`src/design/iacht_ram.sv`:
```
// Generic single-port-write, single-port-read synchronous RAM with registered read.
// Depends on nothing.
module iacht_ram #(
   parameter int unsigned WIDTH = 8,
   parameter int unsigned DEPTH = 256
) (
   input  logic                     clock,
   input  logic                     wr_en,
   input  logic [$clog2(DEPTH)-1:0] wr_addr,
   input  logic [WIDTH-1:0]         wr_data,
   input  logic [$clog2(DEPTH)-1:0] rd_addr,
   output logic [WIDTH-1:0]         rd_data
);
   logic [WIDTH-1:0] mem [DEPTH];
   logic [WIDTH-1:0] rd_data_ff;

   always_ff @(posedge clock) begin
      if (wr_en) begin
         mem[wr_addr] <= wr_data;
      end
      rd_data_ff <= mem[rd_addr];
   end

   assign rd_data = rd_data_ff;
endmodule

```
`config.mk`:
```
export PLATFORM = sky130hd
export DESIGN_NAME = iacht_ram
export DESIGN_NICKNAME = d
export VERILOG_FILES = /design/src/design/iacht_ram.sv
export SDC_FILE = /design/constraint.sdc
export NUM_CORES = 2
export LEC_CHECK = 0
export ABC_AREA = 1
export BUFFER_PORTS_ARGS = -buffer_cell sky130_fd_sc_hd__buf_2
export CAP_MARGIN = 20
export CORE_AREA = 2 2 492 494
export CTS_CLUSTER_SIZE = 16
export DETAILED_ROUTE_END_ITERATION = 16
export DIE_AREA = 0 0 494 496
export PLACE_DENSITY = 0.56
export SLEW_MARGIN = 5
export SYNTH_ARGS = -nofsm -noshare
export SYNTH_HDL_FRONTEND = slang
export SYNTH_SLANG_ARGS = --single-unit
```
`constraint.sdc`:
```
create_clock -name clock -period 2.41 [get_ports clock]
set_input_delay 0 -clock clock [delete_from_list [all_inputs] [get_ports clock]]
set_output_delay 0 -clock clock [all_outputs]
set_load 0.005 [all_outputs]
```
Word level (Yosys, flattened, before mapping)
Memory sizes are Yosys's and may differ from the RTL's. A register that Yosys moved wholly into a read port is not among the register bits.
Index checks and enable logic that the tools add are counted.
{ "word_totals": {"regBits": 0, "mem_bits_rw": 2048, "input_bits": 26, "output_inout_bits": 8, "elab_cells": 3, "mem_count": 1} }
{ "memory_table": {"columns": ["name", "depth", "word_bits", "read_ports", "rd_clocked_by_memory_dff", "wr", "line_no", "source"], "rows": [
  ["mem", 256, 8, 1, 1, 1, "14", "logic [WIDTH-1:0] mem [DEPTH];"]
]} }
{ "classes": {"mux": 2} }
{ "ops": {"columns": ["op", "count"], "rows": [
  ["$mux 1", 2]
]} }

Depth between registers and ports, before layout
{ "depth": {"ltp_word": 2, "ltp_mapped": 15, "depth_no_buf": 11} }

Least setup slack after synthesis
No wires, ideal clock.
{ "synth_timing": {"kind": "input port to flip-flop", "startpoint": "input port wr_en", "endpoint": "memory mem[162][0], enable pin", "setup_time_ns": 0.370, "arrival_ns": 1.121, "t_required_ns": 2.040, "slack_ns": 0.919, "cell_stages": 4, "n_path_buf": 2, "path_cell_list": "clkbuf_1 > nand3_1 > clkbuf_1 > nor2_1"} }
{ "synth_via": {"elab_chain_len": 2} }
{ "synth_rtl": {"columns": ["element", "line_no", "source"], "rows": [
  ["start: declaration", "8", "input logic wr_en,"],
  ["$mux 1", "18", "if (wr_en) begin"],
  ["$mux 1 (implied by the code)", "19", "mem[wr_addr] <= wr_data;"],
  ["end: declaration", "14", null]
]} }
Every way passes these cells.

==> reports/qor.csv <==
metric,value,unit
outcome,completed,
port_buffers,33,
setup_violations,0,
synthMostInstantiatedCell,nand2_1,
multi_input_area,0.0191,mm2
clkLatencyLatePin,0.86,ns
synth_cell_type_count,14,
grt_pass1_vias,54100,
fin_crit_sh,0.962,
area.sequential,0.0617,mm2
synth_top_area_frac,0.737,
period_needed,2.32,ns
grt_overflow,0,
grt_pass1_wl,365000,um
endpoint_kind,flop,
core-area,0.240,mm2
totalWireLength,248000,um
ys_seq_area_frac,0.739,
avgViaCountPerCell,5.22,
start_util,0.348,
synth_ff_type,edfxtp_1,
grt_antenna_before_repair,12,
syn_area,0.0834,mm2
p_seq_frac,0.520,
p_int,58.4,mW
hpwl,154000,um
path_clk_slew,0.06,ns
track_usage,0.200,
arrival,3.05,ns
final_core_util,0.407,
clockRootBuffer,clkbuf_16,
ir_drop,689,uV
die_y,496,um
wl_per_cell,23.1,um
max_freq,0.431,GHz
layout-drive-gt1-share,0.119,
fin_nets,7367,
post_cts_buffers,0,
ys_ff_latch,2056,
rsz0062_at_grt,no,
grt_max_degree,106,
clock_skew,0.0362,ns
crit_required,3.14,ns
switching_share,0.231,
drc,0,
synthCells,7003,
drtAntennaViolNets,0,
maxCapViolations,0,
die-area,0.245,mm2
row_count,180,
synth_nets,7029,
cts_buffer_depth,3,
start_kind,flop,
cts_tree,done,
relSlewSlack,0.337,
hold_slack,0.103,ns
io_pins,34,
powerDensity,778,mW/mm2
ys_top_cells_by_count,"nand2_1, edfxtp_1, nand3_1",
tightest_slew,0.994,ns
p_sw,17.5,mW
vias,56000,
yosys_warnings,0,
yosys.area.top_type,edfxtp_1,
power_leakage,34.3,nW
power.clock.fraction,0.413,
hold_violations,0,
ys_async_sr_fraction,0,
drt_first_pass_iters,8,
drt_iter0_drc,5704,
fillers,22500,
htreeDepth,4,
slew_viol_final,0,
cts_made_buffers,203,
synth_area_per_cell,11.9,um2
crit_type,reg2reg,
yosys-top-cells-area,"edfxtp_1, nand3_1, nand2_1",
dp_cells,10300,
die_w,494,um
area_delta_synth_final,16.9,%
fin_cells,10700,
clkSinkCount,2056,
pwr-share-comb,0.067,
gp_congestion,0.876,
synth_edf_count,2048,
critPathMaxFanout,1,
min_path_type,in2reg,
[placed cells by master, fill, tap and decap left out, types with 34 or more instances in the layout]
cell type  count
clkbuf_1      37
nand3_1     2019
nand2_1     2118
clkinv_1      53
clkbuf_16    203
inv_1         34
edfxtp_1    2048
nor2_1       283
buf_12        99
buf_4        460
clkinv_2      44
[metal layers]
metal / routed length (um) / vias to the layer above / share of wire / track usage
li1: - / 25600 / - / -
met1: 103000 / 27800 / 0.41 / 0.269
met2: 116000 / 2189 / 0.47 / 0.320
met3: 18400 / 409 / 0.074 / 0.0339
met4: 10300 / 2 / 0.041 / 0.0837
met5: 13 / - / 0.000052 / 0
[power by group through the flow]
stage / Combinational [mW] / Clock, mW / Sequential, mW
floorplan: 2.43 / 0 / 40.2
global placement: 4.98 / 0 / 40.2
detailed placement: 5.00 / 0 / 40.2
CTS: 5.05 / 31.9 / 39.5
global route: 5.43 / 33.2 / 39.5
finish: 5.05 / 31.4 / 39.5
[state kept, by name, indices dropped and copies added, names as in the netlist]
name,flops
mem,2048
rd_data,8
[cell families after synthesis]
kind of cell           Yosys count  share of synthesized area
AND/OR/NAND/NOR               4425                      0.229
flip-flops                    2056                      0.739
buffers and inverters          522                     0.0312
[worst max-delay path, cell delays in order (launching register included)]
cell           delay (ns)
edfxtp_1             0.35
nand2_1              0.07
nand3_1              0.07
nand3_1              0.17
nand3_1              0.12
nand3_1              0.14
nand3_1              0.36
nand3_1              0.19
nand2_1              0.06
nand2_1              0.05
dlygate4sd3_1        0.54
nand2_1              0.06
[per-stage QoR]
step	worst slack, ns	TNS [ns]	cell area (um2)	power, mW
after floorplan	0.919	0	83400	42.6
after global placement	-0.0733	-0.225	90700	45.2
after detailed placement	-0.0790	-0.268	90700	45.2
after CTS	0.189	0	97500	76.4
after global routing	0.0272	0	97500	78.1
final	0.0912	0	97500	75.9
[final timing paths]
check	slack, ns	startpoint	endpoint	depth (start not counted)
worst max-delay path	0.09	mem[255][2]	rd_data[2]	11
worst min-delay path	0.10	rd_addr[7]	rd_data[0]	4
worst max register to register	0.09	mem[255][2]	rd_data[2]	11
worst min register to register	0.94	mem[80][5]	rd_data[5]	10
[repair_timing]
action	CTS	global route
hold buffers	25	0
resized for setup	0	0
hold endpoints to repair	2149	0
endpoints found under the setup margin	0	0
[cell type report]
class,instances,area share
sequential,2056,0.632
tap,3185,0.0409
antenna,15,0.000385
multi-input combinational,4425,0.196
timing repair buffer,616,0.0611
inverter,39,0.00185
clock inverter,140,0.0138
clock buffer,240,0.0535
Note: power is estimated with default switching activity, not from simulation.
