`config.mk`:
```
export PLATFORM = sky130hd
export DESIGN_NAME = iacht_mod
export DESIGN_NICKNAME = d
export VERILOG_FILES = /design/src/design/iacht_pkg.sv /design/src/design/iacht_mod.sv
export SDC_FILE = /design/constraint.sdc
export NUM_CORES = 1
export LEC_CHECK = 0
export ABC_CLOCK_PERIOD_IN_PS = 6000
export BUFFER_PORTS_ARGS = -buffer_cell sky130_fd_sc_hd__buf_2
export CAP_MARGIN = 30
export CORE_ASPECT_RATIO = 1.25
export CORE_MARGIN = 4
export CORE_UTILIZATION = 50
export CTS_BUF_LIST = sky130_fd_sc_hd__clkbuf_4 sky130_fd_sc_hd__clkbuf_8
export CTS_CLUSTER_DIAMETER = 80
export CTS_CLUSTER_SIZE = 25
export DETAILED_ROUTE_END_ITERATION = 16
export GPL_ROUTABILITY_DRIVEN = 1
export PLACE_DENSITY = 0.76
export RECOVER_POWER = 100
export SLEW_MARGIN = 0
export SYNTH_ARGS = -nofsm -noshare
export SYNTH_HDL_FRONTEND = slang
export SYNTH_SLANG_ARGS = --single-unit
```
`constraint.sdc`:
```
create_clock -name clock -period 6 [get_ports clock]
set_clock_uncertainty 0.1 [all_clocks]
set_input_delay 0 -clock clock [delete_from_list [all_inputs] [get_ports clock]]
set_output_delay 0 -clock clock [all_outputs]
set_load 0.1 [all_outputs]
```
`src/design/iacht_pkg.sv`:
```
// Package for the in-array chained hash table unit: status codes, opcodes,
// sequencer states, relink sequences and default sizes. No dependencies.
package iacht_pkg;

   localparam int unsigned DefaultSlots   = 256;
   localparam int unsigned DefaultKeyBits = 32;
   localparam int unsigned TableSizeBits  = 9;

   typedef enum logic [1:0] {
      OP_INSERT = 2'd0,
      OP_FIND   = 2'd1,
      OP_REMOVE = 2'd2,
      OP_UNUSED = 2'd3
   } opcode_type;

   typedef enum logic [2:0] {
      ST_OK       = 3'd0,
      ST_PRESENT  = 3'd1,
      ST_FULL     = 3'd2,
      ST_BADKEY   = 3'd3,
      ST_NOTFOUND = 3'd4
   } status_type;

   typedef enum logic [4:0] {
      S_CLEAR,      // rebuild free list, one slot per cycle
      S_IDLE,
      S_MOD,        // bucket = hash mod table_size, one bit per cycle
      S_RD_HOME,    // issue reads of the home slot
      S_HOME,       // home slot data valid
      S_WALK_RD,    // issue reads of the walk slot
      S_WALK,       // walk slot data valid
      S_FREE_RD,    // read free list head
      S_FREE,       // free head index valid; read its neighbours
      S_FREE2,      // neighbours valid
      S_RELINK,     // write steps
      S_RESP
   } state_type;

   typedef enum logic [2:0] {
      MODE_HOME_FREE,    // home slot was free
      MODE_APPEND,       // append a free slot to the home chain
      MODE_MOVE_FOREIGN, // move a foreign entry out of the home slot
      MODE_HEAD_REFILL,  // remove the head, refill it from its successor
      MODE_UNLINK_ENTRY, // remove an entry behind the head
      MODE_LONE_HEAD     // remove a head that has no successor
   } relink_mode_type;

endpackage

```
`src/design/iacht_mod.sv`:
```
// Restoring divider that yields hash_code modulo table_size, one bit per cycle.
// Depends on iacht_pkg.
module iacht_mod import iacht_pkg::*; #(
   parameter int unsigned SIZE_BITS = 9
) (
   input  logic                 clock,
   input  logic                 reset,
   input  logic                 start,
   input  logic [31:0]          dividend,
   input  logic [SIZE_BITS-1:0] divisor,
   output logic                 done,
   output logic [SIZE_BITS-1:0] remainder
);
   logic [31:0]          quo_ff, quo_in;
   logic [SIZE_BITS:0]   rem_ff, rem_in;
   logic [5:0]           cnt_ff, cnt_in;
   logic                 busy_ff, busy_in;
   logic [SIZE_BITS+1:0] trial;

   assign trial = {rem_ff, quo_ff[31]} - {2'b00, divisor};

   always_comb begin
      quo_in  = quo_ff;
      rem_in  = rem_ff;
      cnt_in  = cnt_ff;
      busy_in = busy_ff;
      if (start) begin
         quo_in  = dividend;
         rem_in  = '0;
         cnt_in  = 6'd32;
         busy_in = 1'b1;
      end else if (busy_ff) begin
         quo_in = {quo_ff[30:0], 1'b0};
         if (!trial[SIZE_BITS+1]) begin
            rem_in = trial[SIZE_BITS:0];
         end else begin
            rem_in = {rem_ff[SIZE_BITS-1:0], quo_ff[31]};
         end
         cnt_in = cnt_ff - 6'd1;
         if (cnt_ff == 6'd1) begin
            busy_in = 1'b0;
         end
      end
   end

   always_ff @(posedge clock) begin
      if (reset) begin
         busy_ff <= 1'b0;
         cnt_ff  <= '0;
      end else begin
         busy_ff <= busy_in;
         cnt_ff  <= cnt_in;
      end
      quo_ff <= quo_in;
      rem_ff <= rem_in;
   end

   // The last step's remainder is formed combinationally from the registers and the trial subtraction.
   assign done      = busy_ff && (cnt_ff == 6'd1);
   assign remainder = trial[SIZE_BITS+1] ? {rem_ff[SIZE_BITS-2:0], quo_ff[31]}
                                         : trial[SIZE_BITS-1:0];
endmodule

```
# == Word level (Yosys, flattened, before mapping) ==
# Index checks and enable logic that the tools add are counted.
# totals
regBits,49
input_bits,44
elab_cells,20
# classes
addsub,2
n_eq_ne,1
n_mux,9
n_reduce_logical,3
# op_table
operator,n
two-way mux 32 bit,2
two-way mux 6 bit,2
subtractor 11 x 9 -> 11 bit,1
two-way mux 10 bit,1
two-way mux 9 bit,1
== test 6 x 1 -> 1 bit (second input constant),1
subtractor 6 x 1 -> 6 bit (second input constant),1
two-way mux 1 bit,3
nonzero test 2 bit,1
OR reduction 2 bit,1
logical AND 1 bit,1

# == Depth between registers and ports, before layout ==
# logic_depth
ltp_word,4
depth_mapped,10
ltp_nobuf,9

# == Worst setup path before layout ==
# No wires, ideal clock.
# synth_timing
path_kind,reg-to-reg
from,register quo_ff[31]
to,register rem_ff[0]
setup_ns,0.066
arrival_time_ns,3.575
required_ns,5.834
setup_slack_ns,2.259
path_stages_with_launch,10
n_path_buf,0
cell_sequence,edfxtp_1 > inv_1 > ha_1 > fa_1 > nor2b_1 > o31ai_4 > o21ai_2 > xnor2_4 > mux2i_1 > o211a_1
# synth_between
elab_chain_len,2
# synth_rtl
element,line,source
"start, declared",iacht_mod.sv:14,"logic [31:0] quo_ff, quo_in;"
"start signal, assigned",iacht_mod.sv:54,quo_ff <= quo_in;
subtractor 11 x 9 -> 11 bit,iacht_mod.sv:20,"assign trial = {rem_ff, quo_ff[31]} - {2'b00, divisor};"
two-way mux 10 bit *,iacht_mod.sv:34,if (!trial[SIZE_BITS+1]) begin
"end signal, assigned",iacht_mod.sv:55,rem_ff <= rem_in;
"end, declared",iacht_mod.sv:15,"logic [SIZE_BITS:0] rem_ff, rem_in;"
# Every way passes the cells marked *; elsewhere a longest branch is shown, timed or not.
# A chain may end at the register's enable or synchronous reset.

# == Final worst setup path ==
# layout_timing
from,register quo_ff[31]
to,output remainder[0]
# layout_between
elab_chain_len,2
# layout_rtl
element,line,source
subtractor 11 x 9 -> 11 bit,iacht_mod.sv:20,
two-way mux 9 bit *,iacht_mod.sv:60,"assign remainder = trial[SIZE_BITS+1] ? {rem_ff[SIZE_BITS-2:0], quo_ff[31]}"
"end, declared",iacht_mod.sv:12,output logic [SIZE_BITS-1:0] remainder
# Marks and branches as above.

==> flow_summary.ini <==
[finish]
fin_nets = 361
final_common_cell = buf_2
instances_no_fill = 368
layout_common_cells = buf_2, dlygate4sd3_1, edfxtp_1
n_antenna_cell = 0
areaGrowthSynthToFinish_pct = 23.6
fillers = 410
drive_gt1_share_pct = 28.8

[status]
violations = max-capacitance violations, max-slew violations
status = finished, violations left

[power]
power_leakage_uw = 0.00138
clkPwrFrac_pct = 20.2
combPwrFrac_pct = 37.7
seq_power_share_pct = 42.1
power_switching_uw = 390
power_density_mw_per_mm2 = 298
ir_drop_mv = 0.181
p_int_uw = 600
swShare_pct = 39.4

[yosys]
synth_cell_types = 45
synth-xor-area-share_pct = 4.61
synth-compound-area-share_pct = 11.0
synth_warnings = 0
ys.flop_type = edfxtp_1
yosysSeqAreaShare_pct = 48.5
synth-simple-area-share_pct = 8.48
synthArstFlopShare_pct = 0
synth.mux.area_fraction_pct = 16.7
synth_area_mm2 = 0.00269
syn_nets = 275
synth_top_family_by_area = multiplexers
yosys_register_bits = 49
netlist_instances = 219
synthAdderAreaFrac_pct = 5.87
synth_edf_count = 32
syn-mean-instance-area_um2 = 12.3

[detailed_routing]
wire_per_inst_um = 14.7
vias_per_cell = 5.24
vias = 1928
drt-initial-drc-count = 74
routed_wl_um = 5390
drc = 0
detail_route.first_pass.iterations = 4
postRouteAntennaNets = 0

[critical_path]
required_ns = 5.90
crit_arrival_ns = 3.97
ff2ff_path_depth = 9
critPathLaunchType = register
path_max_fanout = 17
worst-setup-path-type = reg -> out
end_kind = output port

[cts]
cts.clk_slew.worst_paths_ns = 0.10
clock_latency_ns = 0.30
cts.sinks = 49
h-tree-depth = 2
numCtsBuffers = 5
cts_max_path_buffers = 2
clock-root-buffer = clkbuf_8
cts_tree = built

[grt]
antenna_found_initial = 0
grt_max_degree = 50
grt_pass1_wl_um = 9190
grt_usage_pct = 17.4
grt_pass1_vias = 2000
grt.overflow.total = 0

[die]
core_mm2 = 0.00515
dieHeight_um = 89.9
dieArea_mm2 = 0.00661
rows = 29
pin_count = 54
start_util_pct = 52.1
die_w_um = 73.5

[worst_hold_path]
hp-class = in -> reg
min_path_cells = 4

[placed_design]
placedCellCount = 326
portBuffers = 53
hpwl_um = 3420
place.gp.congestion = 0.824

[timing]
setup_violations = 0
timing.fmax_mhz = 245
fin_crit_sh_pct = 67.9
grt_setup_unrepaired = no
worst_pin_slew_ns = 1.67
period_needed_ns = 4.07
slew_viol_final = 51
slew_headroom_pct = -11.7
hold_viol = 0
finalSetupTns_ns = 0

[job]
drv_cap = 2
==> worst paths after layout <==
| check | startpoint | endpoint | slack, ns |
|---|---|---|---|
| max | quo_ff[31] | remainder[0] | 1.93 |
| min | divisor[0] | rem_ff[0] | 0.14 |
| max reg2reg | quo_ff[31] | rem_ff[7] | 2.46 |
| min reg2reg | cnt_ff[1] | cnt_ff[1] | 0.41 |
==> cell usage after synthesis, types with 2 or more instances <==
library cell  count  area, um2
a21oi_1           8       40.0
and2_1            2       12.5
buf_1             2       7.51
buf_6             3       33.8
clkbuf_1          2       7.51
dfxtp_1          17        340
edfxtp_1         32        961
ha_1             11        138
inv_1            16       60.1
mux2_2           31        349
mux2_4            6       90.1
nand2_1           9       33.8
nand3_1           5       25.0
nor2_1           19       71.3
nor2b_1           2       12.5
nor3_1            7       35.0
o211a_1           2       20.0
o21a_1            7       52.6
o21ai_0           2       10.0
o311ai_2          2       32.5
xnor2_1           8       70.1
xor2_1            3       26.3
==> stage by stage <==
step                      area (um2)  hold slack, ns  total power, uW  util, %  worst slack [ns]
final                           3320           0.143              991     64.4              1.93
after global routing            3320           0.172             1050     64.4              1.59
after CTS                       3380           0.125             1030     65.7              2.93
after detailed placement        2960           0.170              806     57.5              3.28
after global placement          2960           0.166              801     57.5              3.35
after floorplan                 2690         -0.0309              754        -              2.26
==> critical path, stage by stage, from the launching register on <==
cell,delay (ns)
edfxtp_1,0.37
inv_1,0.08
ha_1,0.18
fa_1,0.22
nor2b_1,0.09
o31ai_4,0.17
o21ai_0,0.13
xnor2_1,1.21
mux2i_1,0.32
clkbuf_1,0.91
==> timing repair <==
item	4_1_cts	5_1_grt
buffers inserted	0	0
gates resized for setup	0	0
endpoints found under the hold margin	39	0
hold buffers	33	0
==> layout make-up <==
class | count | area [um2] | area share (%)
sequential | 49 | 1300 | 39.2
multi-input combinational | 145 | 1200 | 36.1
timing repair buffer | 88 | 591 | 17.8
tap | 62 | 77.6 | 2.34
clock buffer | 6 | 76.3 | 2.30
inverter | 16 | 60.1 | 1.81
clock inverter | 2 | 13.8 | 0.415
==> kinds of logic after synthesis <==
kind of cell	count (synthesis)
and+or+nand+nor	49
DFF	49
muxes	38
AOI/OAI and AO/OA	34
buffers and inverters	25
xor gates and xnor gates	12
adders and majority gates	12
==> per-layer routing <==
metal	GRT usage [%]	part of all wire, %	wire [um]
met1	23.1	43	2310
met2	27.7	50	2700
met3	4.69	5.7	305
met4	4.53	1.3	71
met5	0	0	0
==> flip-flops by register name, indices dropped and copies added, names as in the netlist <==
signal	cells
busy_ff	1
cnt_ff	6
quo_ff	32
rem_ff	10
==> power by group through the flow <==
stage	logic (uW)	registers, uW	clock network [uW]
CTS	399	417	210
global route	399	422	226
floorplan	338	416	0
global placement	378	423	0
detailed placement	382	424	0
finish	373	417	200
(Power assumes the default switching activity.)
